[src/hdl/ddo_pkg.sv]
package ddo_pkg;

    localparam int CORDIC_ITERS = 16;
    localparam int ANG_TAB_LEN = 24;
    localparam int ITER_W = $clog2(ANG_TAB_LEN);

    localparam logic signed [33:0] CORDIC_GAIN = 34'sd652032874;
    localparam logic signed [63:0] RAD_TO_BAM = 64'sd683565276;
    localparam logic signed [63:0] USEC_PER_SEC = 64'sd1000000;
    localparam logic [30:0] TW_RESET = 31'd65536;

    localparam int MUL_STEPS = 32;
    localparam int DIV_STEPS = 64;
    localparam int CNT_W = $clog2(DIV_STEPS + 1);

    typedef logic [3:0] op_t;

    localparam op_t OP_THETA   = 4'd0;
    localparam op_t OP_P       = 4'd1;
    localparam op_t OP_COR_H   = 4'd2;
    localparam op_t OP_CH_MUL  = 4'd3;
    localparam op_t OP_CH_DIV  = 4'd4;
    localparam op_t OP_COR_DIR = 4'd5;
    localparam op_t OP_DX      = 4'd6;
    localparam op_t OP_DY      = 4'd7;
    localparam op_t OP_SP_MUL  = 4'd8;
    localparam op_t OP_SP_DIV  = 4'd9;
    localparam op_t OP_RT_MUL  = 4'd10;
    localparam op_t OP_RT_DIV  = 4'd11;

    typedef struct packed {
        logic load_in;
        logic start;
        logic capture;
        logic load_out;
        op_t  op;
    } cmd_t;

    typedef struct packed {
        logic done;
        logic theta_zero;
        logic dt_zero;
    } status_t;

    function automatic logic op_is_div(input op_t op);
        return (op == OP_THETA) || (op == OP_CH_DIV) || (op == OP_SP_DIV) ||
               (op == OP_RT_DIV);
    endfunction

    function automatic logic op_is_cor(input op_t op);
        return (op == OP_COR_H) || (op == OP_COR_DIR);
    endfunction

    function automatic logic signed [31:0] sat32(input logic signed [63:0] v);
        if (v > 64'sd2147483647)
            return 32'sh7FFFFFFF;
        else if (v < -64'sd2147483648)
            return 32'sh80000000;
        else
            return v[31:0];
    endfunction

    // arctan(2^-i) as binary angle, 2^32 per turn
    function automatic logic signed [33:0] ang_tab(input logic [ITER_W-1:0] i);
        logic signed [33:0] r;
        case (i)
            5'd0:    r = 34'sd536870912;
            5'd1:    r = 34'sd316933406;
            5'd2:    r = 34'sd167458907;
            5'd3:    r = 34'sd85004756;
            5'd4:    r = 34'sd42667331;
            5'd5:    r = 34'sd21354465;
            5'd6:    r = 34'sd10680862;
            5'd7:    r = 34'sd5340245;
            5'd8:    r = 34'sd2670163;
            5'd9:    r = 34'sd1335087;
            5'd10:   r = 34'sd667544;
            5'd11:   r = 34'sd333772;
            5'd12:   r = 34'sd166886;
            5'd13:   r = 34'sd83443;
            5'd14:   r = 34'sd41722;
            5'd15:   r = 34'sd20861;
            5'd16:   r = 34'sd10430;
            5'd17:   r = 34'sd5215;
            5'd18:   r = 34'sd2608;
            5'd19:   r = 34'sd1304;
            5'd20:   r = 34'sd652;
            5'd21:   r = 34'sd326;
            5'd22:   r = 34'sd163;
            5'd23:   r = 34'sd81;
            default: r = 34'sd0;
        endcase
        return r;
    endfunction

endpackage

[src/hdl/ddo_muldiv.sv]
module ddo_muldiv (
    input  logic                clk,
    input  logic                rst_n,
    input  logic                start,
    input  logic                is_div,
    input  logic signed [63:0]  a,
    input  logic signed [63:0]  b,
    output logic                done,
    output logic signed [63:0]  result
);

    logic                           busy_reg;
    logic                           done_reg;
    logic                           div_reg;
    logic                           neg_reg;
    logic [ddo_pkg::CNT_W-1:0]      cnt_reg;
    logic [63:0]                    x_reg;
    logic [63:0]                    y_reg;
    logic [63:0]                    acc_reg;
    logic [64:0]                    rem_reg;

    logic [63:0] mag_a;
    logic [63:0] mag_b;
    logic [64:0] rem_sh;
    logic [63:0] raw;

    assign mag_a = a[63] ? (~a + 64'd1) : a;
    assign mag_b = b[63] ? (~b + 64'd1) : b;
    assign rem_sh = {rem_reg[63:0], y_reg[63]};

    always_ff @(posedge clk or negedge rst_n)
    begin
        if (!rst_n)
        begin
            busy_reg <= 1'b0;
            done_reg <= 1'b0;
        end
        else
        begin
            done_reg <= 1'b0;
            if (start)
                busy_reg <= 1'b1;
            else if (busy_reg && cnt_reg == ddo_pkg::CNT_W'(1))
            begin
                busy_reg <= 1'b0;
                done_reg <= 1'b1;
            end
        end
    end

    always_ff @(posedge clk)
    begin
        if (start)
        begin
            div_reg <= is_div;
            neg_reg <= a[63] ^ b[63];
            acc_reg <= 64'd0;
            rem_reg <= 65'd0;
            if (is_div)
            begin
                x_reg   <= mag_b;
                y_reg   <= mag_a;
                cnt_reg <= ddo_pkg::CNT_W'(ddo_pkg::DIV_STEPS);
            end
            else
            begin
                x_reg   <= mag_a;
                y_reg   <= mag_b;
                cnt_reg <= ddo_pkg::CNT_W'(ddo_pkg::MUL_STEPS);
            end
        end
        else if (busy_reg)
        begin
            cnt_reg <= cnt_reg - ddo_pkg::CNT_W'(1);
            if (div_reg)
            begin
                // restoring step: one quotient bit shifts in where the numerator leaves
                if (rem_sh >= {1'b0, x_reg})
                begin
                    rem_reg <= rem_sh - {1'b0, x_reg};
                    y_reg   <= {y_reg[62:0], 1'b1};
                end
                else
                begin
                    rem_reg <= rem_sh;
                    y_reg   <= {y_reg[62:0], 1'b0};
                end
            end
            else
            begin
                if (y_reg[0])
                    acc_reg <= acc_reg + x_reg;
                x_reg <= {x_reg[62:0], 1'b0};
                y_reg <= {1'b0, y_reg[63:1]};
            end
        end
    end

    assign raw = div_reg ? y_reg : acc_reg;
    assign result = neg_reg ? -$signed(raw) : $signed(raw);
    assign done = done_reg;

endmodule

[src/hdl/ddo_cordic.sv]
module ddo_cordic (
    input  logic                clk,
    input  logic                rst_n,
    input  logic                start,
    input  logic [31:0]         angle,
    output logic                done,
    output logic signed [33:0]  cos_out,
    output logic signed [33:0]  sin_out
);

    logic                           busy_reg;
    logic                           done_reg;
    logic                           flip_reg;
    logic [ddo_pkg::ITER_W-1:0]     idx_reg;
    logic signed [33:0]             x_reg;
    logic signed [33:0]             y_reg;
    logic signed [33:0]             z_reg;

    logic               fold;
    logic [31:0]        folded;
    logic signed [33:0] xs;
    logic signed [33:0] ys;
    logic signed [33:0] step_ang;

    // fold the right half-plane-opposite angles by pi
    assign fold = (angle >= 32'h40000000) && (angle < 32'hC0000000);
    assign folded = fold ? (angle - 32'h80000000) : angle;
    assign xs = x_reg >>> idx_reg;
    assign ys = y_reg >>> idx_reg;
    assign step_ang = ddo_pkg::ang_tab(idx_reg);

    always_ff @(posedge clk or negedge rst_n)
    begin
        if (!rst_n)
        begin
            busy_reg <= 1'b0;
            done_reg <= 1'b0;
        end
        else
        begin
            done_reg <= 1'b0;
            if (start)
                busy_reg <= 1'b1;
            else if (busy_reg &&
                     idx_reg == ddo_pkg::ITER_W'(ddo_pkg::CORDIC_ITERS - 1))
            begin
                busy_reg <= 1'b0;
                done_reg <= 1'b1;
            end
        end
    end

    always_ff @(posedge clk)
    begin
        if (start)
        begin
            flip_reg <= fold;
            idx_reg  <= '0;
            x_reg    <= ddo_pkg::CORDIC_GAIN;
            y_reg    <= 34'sd0;
            z_reg    <= {{2{folded[31]}}, folded};
        end
        else if (busy_reg)
        begin
            idx_reg <= idx_reg + ddo_pkg::ITER_W'(1);
            if (z_reg >= 34'sd0)
            begin
                x_reg <= x_reg - ys;
                y_reg <= y_reg + xs;
                z_reg <= z_reg - step_ang;
            end
            else
            begin
                x_reg <= x_reg + ys;
                y_reg <= y_reg - xs;
                z_reg <= z_reg + step_ang;
            end
        end
    end

    assign cos_out = flip_reg ? -x_reg : x_reg;
    assign sin_out = flip_reg ? -y_reg : y_reg;
    assign done = done_reg;

endmodule

[src/hdl/ddo_datapath.sv]
module ddo_datapath (
    input  logic                    clk,
    input  logic                    rst_n,
    input  ddo_pkg::cmd_t           cmd,
    output ddo_pkg::status_t        status,
    input  logic                    cfg_we,
    input  logic [30:0]             cfg_data,
    input  logic signed [31:0]      right_distance,
    input  logic signed [31:0]      left_distance,
    input  logic [23:0]             elapsed_us,
    output logic signed [31:0]      pos_x,
    output logic signed [31:0]      pos_y,
    output logic signed [15:0]      heading,
    output logic signed [31:0]      speed,
    output logic signed [31:0]      turn_rate
);

    logic [30:0]            tw_reg;
    logic [31:0]            prev_r_reg;
    logic [31:0]            prev_l_reg;
    logic signed [31:0]     dm_reg;
    logic signed [33:0]     diff_reg;
    logic [23:0]            dt_reg;
    logic signed [31:0]     theta_reg;
    logic [31:0]            full_reg;
    logic [31:0]            half_reg;
    logic signed [33:0]     sh_reg;
    logic signed [33:0]     cd_reg;
    logic signed [33:0]     sd_reg;
    logic signed [63:0]     tmp_reg;
    logic signed [63:0]     chord_reg;
    logic [31:0]            px_reg;
    logic [31:0]            py_reg;
    logic [15:0]            hd_reg;
    logic signed [31:0]     speed_reg;
    logic signed [31:0]     rate_reg;
    logic signed [31:0]     pos_x_reg;
    logic signed [31:0]     pos_y_reg;
    logic signed [15:0]     heading_reg;
    logic signed [31:0]     speed_out_reg;
    logic signed [31:0]     rate_out_reg;

    logic signed [31:0] dr;
    logic signed [31:0] dl;
    logic signed [32:0] dsum;
    logic signed [32:0] dm_round;
    logic [30:0]        tw_eff;
    logic               md_start;
    logic               md_is_div;
    logic signed [63:0] md_a;
    logic signed [63:0] md_b;
    logic               md_done;
    logic signed [63:0] md_result;
    logic               cor_start;
    logic [31:0]        cor_angle;
    logic               cor_done;
    logic signed [33:0] cor_cos;
    logic signed [33:0] cor_sin;
    logic [63:0]        full_sum;
    logic [63:0]        half_sum;
    logic [63:0]        pos_sum;
    logic [31:0]        hd_sum;

    assign dr = right_distance - prev_r_reg;
    assign dl = left_distance - prev_l_reg;
    assign dsum = 33'(dr) + 33'(dl);
    // halve toward zero
    assign dm_round = dsum + (dsum[32] ? 33'sd1 : 33'sd0);
    assign tw_eff = (tw_reg == 31'd0) ? 31'd1 : tw_reg;

    always_comb
    begin
        md_a = 64'sd0;
        md_b = 64'sd0;
        cor_angle = 32'd0;
        case (cmd.op)
            ddo_pkg::OP_THETA:
            begin
                md_a = 64'(diff_reg) <<< 16;
                md_b = $signed({33'd0, tw_eff});
            end
            ddo_pkg::OP_P:
            begin
                md_a = 64'(theta_reg);
                md_b = ddo_pkg::RAD_TO_BAM;
            end
            ddo_pkg::OP_COR_H:
                cor_angle = half_reg;
            ddo_pkg::OP_CH_MUL:
            begin
                md_a = 64'(dm_reg);
                md_b = 64'(sh_reg);
            end
            ddo_pkg::OP_CH_DIV:
            begin
                md_a = tmp_reg;
                md_b = 64'(theta_reg) <<< 13;
            end
            ddo_pkg::OP_COR_DIR:
                cor_angle = {hd_reg, 16'd0} + half_reg;
            ddo_pkg::OP_DX:
            begin
                md_a = chord_reg;
                md_b = 64'(cd_reg);
            end
            ddo_pkg::OP_DY:
            begin
                md_a = chord_reg;
                md_b = 64'(sd_reg);
            end
            ddo_pkg::OP_SP_MUL:
            begin
                md_a = 64'(dm_reg);
                md_b = ddo_pkg::USEC_PER_SEC;
            end
            ddo_pkg::OP_RT_MUL:
            begin
                md_a = 64'(theta_reg);
                md_b = ddo_pkg::USEC_PER_SEC;
            end
            ddo_pkg::OP_SP_DIV,
            ddo_pkg::OP_RT_DIV:
            begin
                md_a = tmp_reg;
                md_b = $signed({40'd0, dt_reg});
            end
            default:
            begin
                md_a = 64'sd0;
            end
        endcase
    end

    assign md_is_div = ddo_pkg::op_is_div(cmd.op);
    assign md_start = cmd.start && !ddo_pkg::op_is_cor(cmd.op);
    assign cor_start = cmd.start && ddo_pkg::op_is_cor(cmd.op);

    ddo_muldiv u_muldiv (
        .clk    (clk),
        .rst_n  (rst_n),
        .start  (md_start),
        .is_div (md_is_div),
        .a      (md_a),
        .b      (md_b),
        .done   (md_done),
        .result (md_result)
    );

    ddo_cordic u_cordic (
        .clk     (clk),
        .rst_n   (rst_n),
        .start   (cor_start),
        .angle   (cor_angle),
        .done    (cor_done),
        .cos_out (cor_cos),
        .sin_out (cor_sin)
    );

    assign full_sum = md_result + 64'sd32768;
    assign half_sum = md_result + 64'sd65536;
    assign pos_sum = md_result + 64'sd536870912;
    assign hd_sum = {hd_reg, 16'd0} + full_reg + 32'h8000;

    always_ff @(posedge clk or negedge rst_n)
    begin
        if (!rst_n)
        begin
            tw_reg     <= ddo_pkg::TW_RESET;
            prev_r_reg <= 32'd0;
            prev_l_reg <= 32'd0;
            px_reg     <= 32'd0;
            py_reg     <= 32'd0;
            hd_reg     <= 16'd0;
        end
        else
        begin
            if (cfg_we)
                tw_reg <= cfg_data;
            if (cmd.load_in)
            begin
                prev_r_reg <= right_distance;
                prev_l_reg <= left_distance;
            end
            if (cmd.capture && cmd.op == ddo_pkg::OP_DX)
                px_reg <= px_reg + pos_sum[61:30];
            if (cmd.capture && cmd.op == ddo_pkg::OP_DY)
            begin
                py_reg <= py_reg + pos_sum[61:30];
                hd_reg <= hd_sum[31:16];
            end
        end
    end

    always_ff @(posedge clk)
    begin
        if (cmd.load_in)
        begin
            dm_reg   <= dm_round[32:1];
            diff_reg <= 34'(dr) - 34'(dl);
            dt_reg   <= elapsed_us;
        end
        if (cmd.capture)
        begin
            case (cmd.op)
                ddo_pkg::OP_THETA:
                begin
                    // straight-step defaults, kept for each op that is skipped
                    theta_reg <= ddo_pkg::sat32(md_result);
                    full_reg  <= 32'd0;
                    half_reg  <= 32'd0;
                    chord_reg <= 64'(dm_reg);
                    speed_reg <= 32'sd0;
                    rate_reg  <= 32'sd0;
                end
                ddo_pkg::OP_P:
                begin
                    full_reg <= full_sum[47:16];
                    half_reg <= half_sum[48:17];
                end
                ddo_pkg::OP_COR_H:
                    sh_reg <= cor_sin;
                ddo_pkg::OP_CH_MUL,
                ddo_pkg::OP_SP_MUL,
                ddo_pkg::OP_RT_MUL:
                    tmp_reg <= md_result;
                ddo_pkg::OP_CH_DIV:
                    chord_reg <= md_result;
                ddo_pkg::OP_COR_DIR:
                begin
                    cd_reg <= cor_cos;
                    sd_reg <= cor_sin;
                end
                ddo_pkg::OP_SP_DIV:
                    speed_reg <= ddo_pkg::sat32(md_result);
                ddo_pkg::OP_RT_DIV:
                    rate_reg <= ddo_pkg::sat32(md_result);
                default:
                begin
                    tmp_reg <= tmp_reg;
                end
            endcase
        end
        if (cmd.load_out)
        begin
            pos_x_reg     <= px_reg;
            pos_y_reg     <= py_reg;
            heading_reg   <= hd_reg;
            speed_out_reg <= speed_reg;
            rate_out_reg  <= rate_reg;
        end
    end

    assign status.done = md_done || cor_done;
    assign status.theta_zero = (theta_reg == 32'sd0);
    assign status.dt_zero = (dt_reg == 24'd0);

    assign pos_x = pos_x_reg;
    assign pos_y = pos_y_reg;
    assign heading = heading_reg;
    assign speed = speed_out_reg;
    assign turn_rate = rate_out_reg;

endmodule

[src/hdl/ddo_ctrl.sv]
module ddo_ctrl (
    input  logic                clk,
    input  logic                rst_n,
    input  logic                in_valid,
    output logic                in_ready,
    output logic                out_valid,
    input  logic                out_ready,
    input  ddo_pkg::status_t    status,
    output ddo_pkg::cmd_t       cmd
);

    localparam logic [3:0] S_IDLE    = 4'd0;
    localparam logic [3:0] S_THETA   = 4'd1;
    localparam logic [3:0] S_P       = 4'd2;
    localparam logic [3:0] S_COR_H   = 4'd3;
    localparam logic [3:0] S_CH_MUL  = 4'd4;
    localparam logic [3:0] S_CH_DIV  = 4'd5;
    localparam logic [3:0] S_COR_DIR = 4'd6;
    localparam logic [3:0] S_DX      = 4'd7;
    localparam logic [3:0] S_DY      = 4'd8;
    localparam logic [3:0] S_SP_MUL  = 4'd9;
    localparam logic [3:0] S_SP_DIV  = 4'd10;
    localparam logic [3:0] S_RT_MUL  = 4'd11;
    localparam logic [3:0] S_RT_DIV  = 4'd12;
    localparam logic [3:0] S_OUT     = 4'd13;

    logic [3:0]     state_reg;
    logic [3:0]     state_next;
    logic           launched_reg;
    logic           launched_next;
    logic           out_valid_reg;
    logic           out_valid_next;
    logic [3:0]     after_op;
    logic           skip;
    ddo_pkg::op_t   op_sel;

    always_comb
    begin
        op_sel = ddo_pkg::OP_THETA;
        after_op = S_IDLE;
        case (state_reg)
            S_THETA:   begin op_sel = ddo_pkg::OP_THETA;   after_op = S_P;       end
            S_P:       begin op_sel = ddo_pkg::OP_P;       after_op = S_COR_H;   end
            S_COR_H:   begin op_sel = ddo_pkg::OP_COR_H;   after_op = S_CH_MUL;  end
            S_CH_MUL:  begin op_sel = ddo_pkg::OP_CH_MUL;  after_op = S_CH_DIV;  end
            S_CH_DIV:  begin op_sel = ddo_pkg::OP_CH_DIV;  after_op = S_COR_DIR; end
            S_COR_DIR: begin op_sel = ddo_pkg::OP_COR_DIR; after_op = S_DX;      end
            S_DX:      begin op_sel = ddo_pkg::OP_DX;      after_op = S_DY;      end
            S_DY:      begin op_sel = ddo_pkg::OP_DY;      after_op = S_SP_MUL;  end
            S_SP_MUL:  begin op_sel = ddo_pkg::OP_SP_MUL;  after_op = S_SP_DIV;  end
            S_SP_DIV:  begin op_sel = ddo_pkg::OP_SP_DIV;  after_op = S_RT_MUL;  end
            S_RT_MUL:  begin op_sel = ddo_pkg::OP_RT_MUL;  after_op = S_RT_DIV;  end
            S_RT_DIV:  begin op_sel = ddo_pkg::OP_RT_DIV;  after_op = S_OUT;     end
            default:   begin op_sel = ddo_pkg::OP_THETA;   after_op = S_IDLE;    end
        endcase
    end

    // zero turn skips the chord work; zero elapsed time skips the velocities
    assign skip = ((state_reg == S_P) && status.theta_zero) ||
                  ((state_reg == S_SP_MUL) && status.dt_zero);

    always_comb
    begin
        state_next = state_reg;
        launched_next = launched_reg;
        out_valid_next = out_valid_reg && !out_ready;
        cmd.op = op_sel;
        cmd.load_in = 1'b0;
        cmd.start = 1'b0;
        cmd.capture = 1'b0;
        cmd.load_out = 1'b0;
        case (state_reg)
            S_IDLE:
            begin
                if (in_valid)
                begin
                    cmd.load_in = 1'b1;
                    state_next = S_THETA;
                end
            end
            S_OUT:
            begin
                if (!out_valid_reg || out_ready)
                begin
                    cmd.load_out = 1'b1;
                    out_valid_next = 1'b1;
                    state_next = S_IDLE;
                end
            end
            default:
            begin
                if (!launched_reg)
                begin
                    if (skip)
                        state_next = (state_reg == S_P) ? S_COR_DIR : S_OUT;
                    else
                    begin
                        cmd.start = 1'b1;
                        launched_next = 1'b1;
                    end
                end
                else if (status.done)
                begin
                    cmd.capture = 1'b1;
                    launched_next = 1'b0;
                    state_next = after_op;
                end
            end
        endcase
    end

    always_ff @(posedge clk or negedge rst_n)
    begin
        if (!rst_n)
        begin
            state_reg <= S_IDLE;
            launched_reg <= 1'b0;
            out_valid_reg <= 1'b0;
        end
        else
        begin
            state_reg <= state_next;
            launched_reg <= launched_next;
            out_valid_reg <= out_valid_next;
        end
    end

    assign in_ready = (state_reg == S_IDLE);
    assign out_valid = out_valid_reg;

endmodule

[src/hdl/diff_drive_odometry_update.sv]
// Channel   Handshake              Word
// in        in_valid / in_ready    right_distance, left_distance, elapsed_us
// out       out_valid / out_ready  pos_x, pos_y, heading, speed, turn_rate
// cfg       cfg_we                 cfg_data (track width)
//
// One word at a time; the time per word is set by the bit-serial multiply/divide unit and
// the 16-step CORDIC, and is shorter for a straight step or one with zero elapsed time,
// where the chord or the speed and turn-rate operations are skipped.
// rst_n clears pose, previous distances and control; track width resets to 1.0 m.
// A finished word waits in the output register; the next input word is taken meanwhile.
module diff_drive_odometry_update (
    input  logic                clk,
    input  logic                rst_n,
    input  logic                in_valid,
    output logic                in_ready,
    input  logic signed [31:0]  right_distance,
    input  logic signed [31:0]  left_distance,
    input  logic [23:0]         elapsed_us,
    output logic                out_valid,
    input  logic                out_ready,
    output logic signed [31:0]  pos_x,
    output logic signed [31:0]  pos_y,
    output logic signed [15:0]  heading,
    output logic signed [31:0]  speed,
    output logic signed [31:0]  turn_rate,
    input  logic                cfg_we,
    input  logic [30:0]         cfg_data
);

    ddo_pkg::cmd_t      cmd;
    ddo_pkg::status_t   status;

    ddo_ctrl u_ctrl (
        .clk       (clk),
        .rst_n     (rst_n),
        .in_valid  (in_valid),
        .in_ready  (in_ready),
        .out_valid (out_valid),
        .out_ready (out_ready),
        .status    (status),
        .cmd       (cmd)
    );

    ddo_datapath u_datapath (
        .clk            (clk),
        .rst_n          (rst_n),
        .cmd            (cmd),
        .status         (status),
        .cfg_we         (cfg_we),
        .cfg_data       (cfg_data),
        .right_distance (right_distance),
        .left_distance  (left_distance),
        .elapsed_us     (elapsed_us),
        .pos_x          (pos_x),
        .pos_y          (pos_y),
        .heading        (heading),
        .speed          (speed),
        .turn_rate      (turn_rate)
    );

`ifndef SYNTHESIS
    a_busy_after_accept: assert property (@(posedge clk) disable iff (!rst_n)
        in_valid && in_ready |=> !in_ready)
        else $error("in_ready high right after accepting a word");

    a_no_overwrite: assert property (@(posedge clk) disable iff (!rst_n)
        cmd.load_out |-> !out_valid || out_ready)
        else $error("result overwritten while still pending");

    a_capture_on_done: assert property (@(posedge clk) disable iff (!rst_n)
        cmd.capture |-> status.done)
        else $error("capture without unit done");

    a_unit_not_instant: assert property (@(posedge clk) disable iff (!rst_n)
        cmd.start |=> !status.done)
        else $error("unit done one cycle after start");
`endif

endmodule

[config.mk]
export PLATFORM = sky130hd
export DESIGN_NAME = diff_drive_odometry_update
export DESIGN_NICKNAME = d
export VERILOG_FILES = /design/src/hdl/ddo_pkg.sv /design/src/hdl/ddo_muldiv.sv /design/src/hdl/ddo_cordic.sv /design/src/hdl/ddo_datapath.sv /design/src/hdl/ddo_ctrl.sv /design/src/hdl/diff_drive_odometry_update.sv
export SDC_FILE = /design/constraint.sdc
export NUM_CORES = 2
export LEC_CHECK = 0
export BUFFER_PORTS_ARGS = -buffer_cell sky130_fd_sc_hd__buf_2
export CORE_MARGIN = 5
export CORE_UTILIZATION = 50
export DETAILED_ROUTE_END_ITERATION = 12
export PLACE_DENSITY = 0.77
export SETUP_SLACK_MARGIN = 0.15
export SLEW_MARGIN = 5
export SYNTH_ARGS = -nofsm -noshare
export SYNTH_HDL_FRONTEND = slang
export SYNTH_HIERARCHICAL = 1
export SYNTH_SLANG_ARGS = --single-unit
[constraint.sdc]
create_clock -name clk -period 19 [get_ports clk]
set_input_delay 3.8 -clock clk [delete_from_list [all_inputs] [get_ports clk]]
set_output_delay 3.8 -clock clk [all_outputs]
set_load 0.1 [all_outputs]
==> impl_metrics.csv <==
group,metric,value,unit
critical_path,crit_cells,27,
synthesis,synthCells,9520,
critical_path,r2r_cells,29,
critical_path,crit_top_cell,"ha_1",
finish,nNetsFinal,10100,
global_routing,antenna_found_initial,11,
clock_tree,cts_num_sinks,1196,
clock_tree,cts_setup_buffers,0,
synthesis,seq_area_frac_synth,0.379,
critical_path,crit_family,"compound AO/OA/AOI/OAI gates",
sta,worst_slew_pin_slew,1.24,ns
detailed_routing,vias,75600,
clock_tree,clock_path_buffers,3,
global_routing,grt_pass1_vias,70800,
flow_run,cap_violations,0,
sta,fmax,0.0984,GHz
placed_design,port_buffers,269,
synthesis,synth-edff-count,780,
sta,final-hold-violation-count,0,
critical_path,reg2reg_to,"u_datapath/py_reg[28]",
run_status,status,"finished, final reports clean",
detailed_routing,routedWlPerCell,23.4,um
critical_path,required,19.57,ns
synthesis,synth_top_family_by_area,"compound AO/OA/AOI/OAI gates",
min_path,hold_depth,0,
synthesis,synth_mux_area_frac,0.0592,
clock_tree,clk_root_buffer_cell,"clkbuf_16",
finish,syn_to_final_growth,9.02,%
placed_design,place_ws,8.07,ns
sta,drv_slew,0,
sta,setup_violations,0,
detailed_routing,ant_nets,0,
clock_tree,htree_levels,4,
detailed_routing,routed_wl,278,mm
clock_tree,cts_tree,"done",
global_routing,grt_usage,0.294,
sta,rsz0062_at_grt,"no",
floorplanning,die_w,425,um
global_routing,grt_pass1_wl,420,mm
detailed_routing,dr.pass1.iters,8,
finish,layout_common_cells,"1,224 x nand2_1, 780 x edfxtp_1, 742 x o21ai_0",
critical_path,cp_max_fo,10,
critical_path,cp.arrival,10.72,ns
placed_design,dp_hpwl,206,mm
critical_path,end_kind,"register",
synthesis,ys_ff_latch,1196,
sta,finalCritPeriodShare,0.535,
finish,fillers,15200,
synthesis,ys.flop_type,"edfxtp_1",
detailed_routing,viasPerCell,6.35,
floorplanning,core,172000,um^2
global_routing,grt_start_max_net_pins,176,
synthesis,netlist_area,86200,um^2
synthesis,synthAdderAreaFrac,0.0718,
clock_tree,numCtsBuffers,138,
critical_path,max_stage_delay,0.61,ns
global_routing,grt-ovfl-total,0,
synthesis,async_flop_share,0.155,
floorplanning,die_h,425,um
min_path,hp-class,"reg -> reg",
critical_path,worstSetupStartpoint,"right_distance[1]",
sta,fin_ws,8.84,ns
finish,final_common_cell,"nand2_1",
clock_tree,clk_pin_slew,0.06,ns
synthesis,syn_nets,10100,
sta,clock_skew,0.0338,ns
placed_design,placed_cells,11600,
sta,period_needed,10.16,ns
synthesis,synthXorXnorAreaFrac,0.0834,
sta,fin_setup_tns,0,ns
finish,seq_area,32700,um^2
finish,multi_input_area,49900,um^2
floorplanning,die_area,181000,um^2
finish,drive_above_1_share,0.0999,
critical_path,critPathCapture,"u_datapath/dm_reg[31]",
placed_design,gp_congestion,0.985,
floorplanning,io_pins,270,
finish,finalNonFillerCells,11900,
synthesis,yosysUniqueCellTypes,126,
detailed_routing,drtIter0Drc,10300,
floorplanning,initial_core_util,0.503,
critical_path,r2r-start,"u_datapath/u_muldiv/div_reg",
critical_path,critPathKind,"in -> reg",
clock_tree,clk_latency,0.82,ns
synthesis,yosys.area_share.simple,0.162,
synthesis,yosysWarningCount,6,
critical_path,crit_path_top_delay_cell,"o311ai_0",
synthesis,postSynthAreaPerCell,9.06,um^2
clock_tree,ctsResizeCount,0,
synthesis,synth_compound_area_frac,0.200,
clock_tree,hold_buffers,0,
sta,slew_headroom,0.173,
critical_path,reg2reg_slack,9.69,ns
detailed_routing,post-route-drc-count,0,
critical_path,cp_num_buf_inv,1,
floorplanning,rows,152,
critical_path,setup.worst_path.start_class,"input pin",
-- through the flow --
stage	hold WS (ns)	util	cell area (um^2)
5_1_grt	0.424	0.548	94000
4_1_cts	0.415	0.548	94000
3_5_place_dp	0.405	0.520	89200
6_report	0.415	0.548	94000
3_3_place_gp	0.401	0.520	89200
2_1_floorplan	0.400	-	86200
-- layer usage --
| layer | share of wire | global-route usage | vias to the layer above | routed length, um |
|---|---|---|---|---|
| met3 | 0.096 | 0.0538 | 750 | 26600 |
| met4 | 0.061 | 0.157 | 4 | 16900 |
| met5 | 0.00012 | 0 | - | 34 |
| met2 | 0.45 | 0.466 | 3983 | 125000 |
| li1 | - | - | 34800 | - |
| met1 | 0.39 | 0.385 | 36100 | 110000 |
-- worst min-delay path by stage --
| stage | end | slack, ns | startpoint |
|---|---|---|---|
| floorplan | u_datapath/speed[0] | 0.40 | u_datapath/speed_reg[0] |
| global placement | u_datapath/speed[16] | 0.40 | u_datapath/speed_reg[16] |
| detailed placement | u_datapath/speed[13] | 0.40 | u_datapath/speed_reg[13] |
| CTS | u_datapath/turn_rate[0] | 0.41 | u_datapath/rate_reg[0] |
| global route | u_datapath/speed[28] | 0.42 | u_datapath/speed_reg[28] |
| finish | u_datapath/turn_rate[0] | 0.41 | u_datapath/rate_reg[0] |
-- worst register-to-register path, delay by kind of cell (launching register included) --
kind                       cells  cell delay (ns)
buffers and inverters          3             1.31
adders and majority gates      2             0.65
and+or+nand+nor               16             4.86
xor gates and xnor gates       2             0.37
DFF                            1             0.34
muxes                          1             0.39
AOI/OAI and AO/OA              5             1.31
-- cells by family (layout without fill, tap and decap cells) --
family | count (synthesis) | after routing
xor gates and xnor gates | 818 | 818
AOI/OAI and AO/OA | 2695 | 2695
and+or+nand+nor | 2981 | 2981
adders and majority gates | 487 | 487
muxes | 388 | 388
other | 0 | 2
buffers and inverters | 955 | 1029
DFF | 1196 | 1196
-- cell usage after synthesis (114+ instances only) --
library cell  count  area, um^2
o211ai_1        120         901
o31ai_1         114         856
xor2_1          365        3200
mux2i_1         221        2210
a21o_1          215        1610
nand3_1         188         941
nor2_1          636        2390
ha_1            474        5930
a21oi_1         695        3480
nor3_1          155         776
clkbuf_1        431        1620
nand2_1        1227        4610
o21ai_0         744        3720
inv_1           376        1410
dfrtp_1         184        4600
xnor2_1         450        3940
dfxtp_1         231        4620
edfxtp_1        780       23400
-- cell type report --
cell class,count,share of cell area
Sequential cell,1196,0.348
Clock inverter,85,0.0115
Tap cell,2310,0.0307
Multi-Input combinational cell,7369,0.531
Antenna cell,2,0.0000532
Clock buffer,171,0.0395
Inverter,381,0.0152
Timing Repair Buffer,392,0.0245
Power is left out: the tool's default activity adds up to more than one toggle a clock period on the data nets, which glitch-free logic cannot reach.
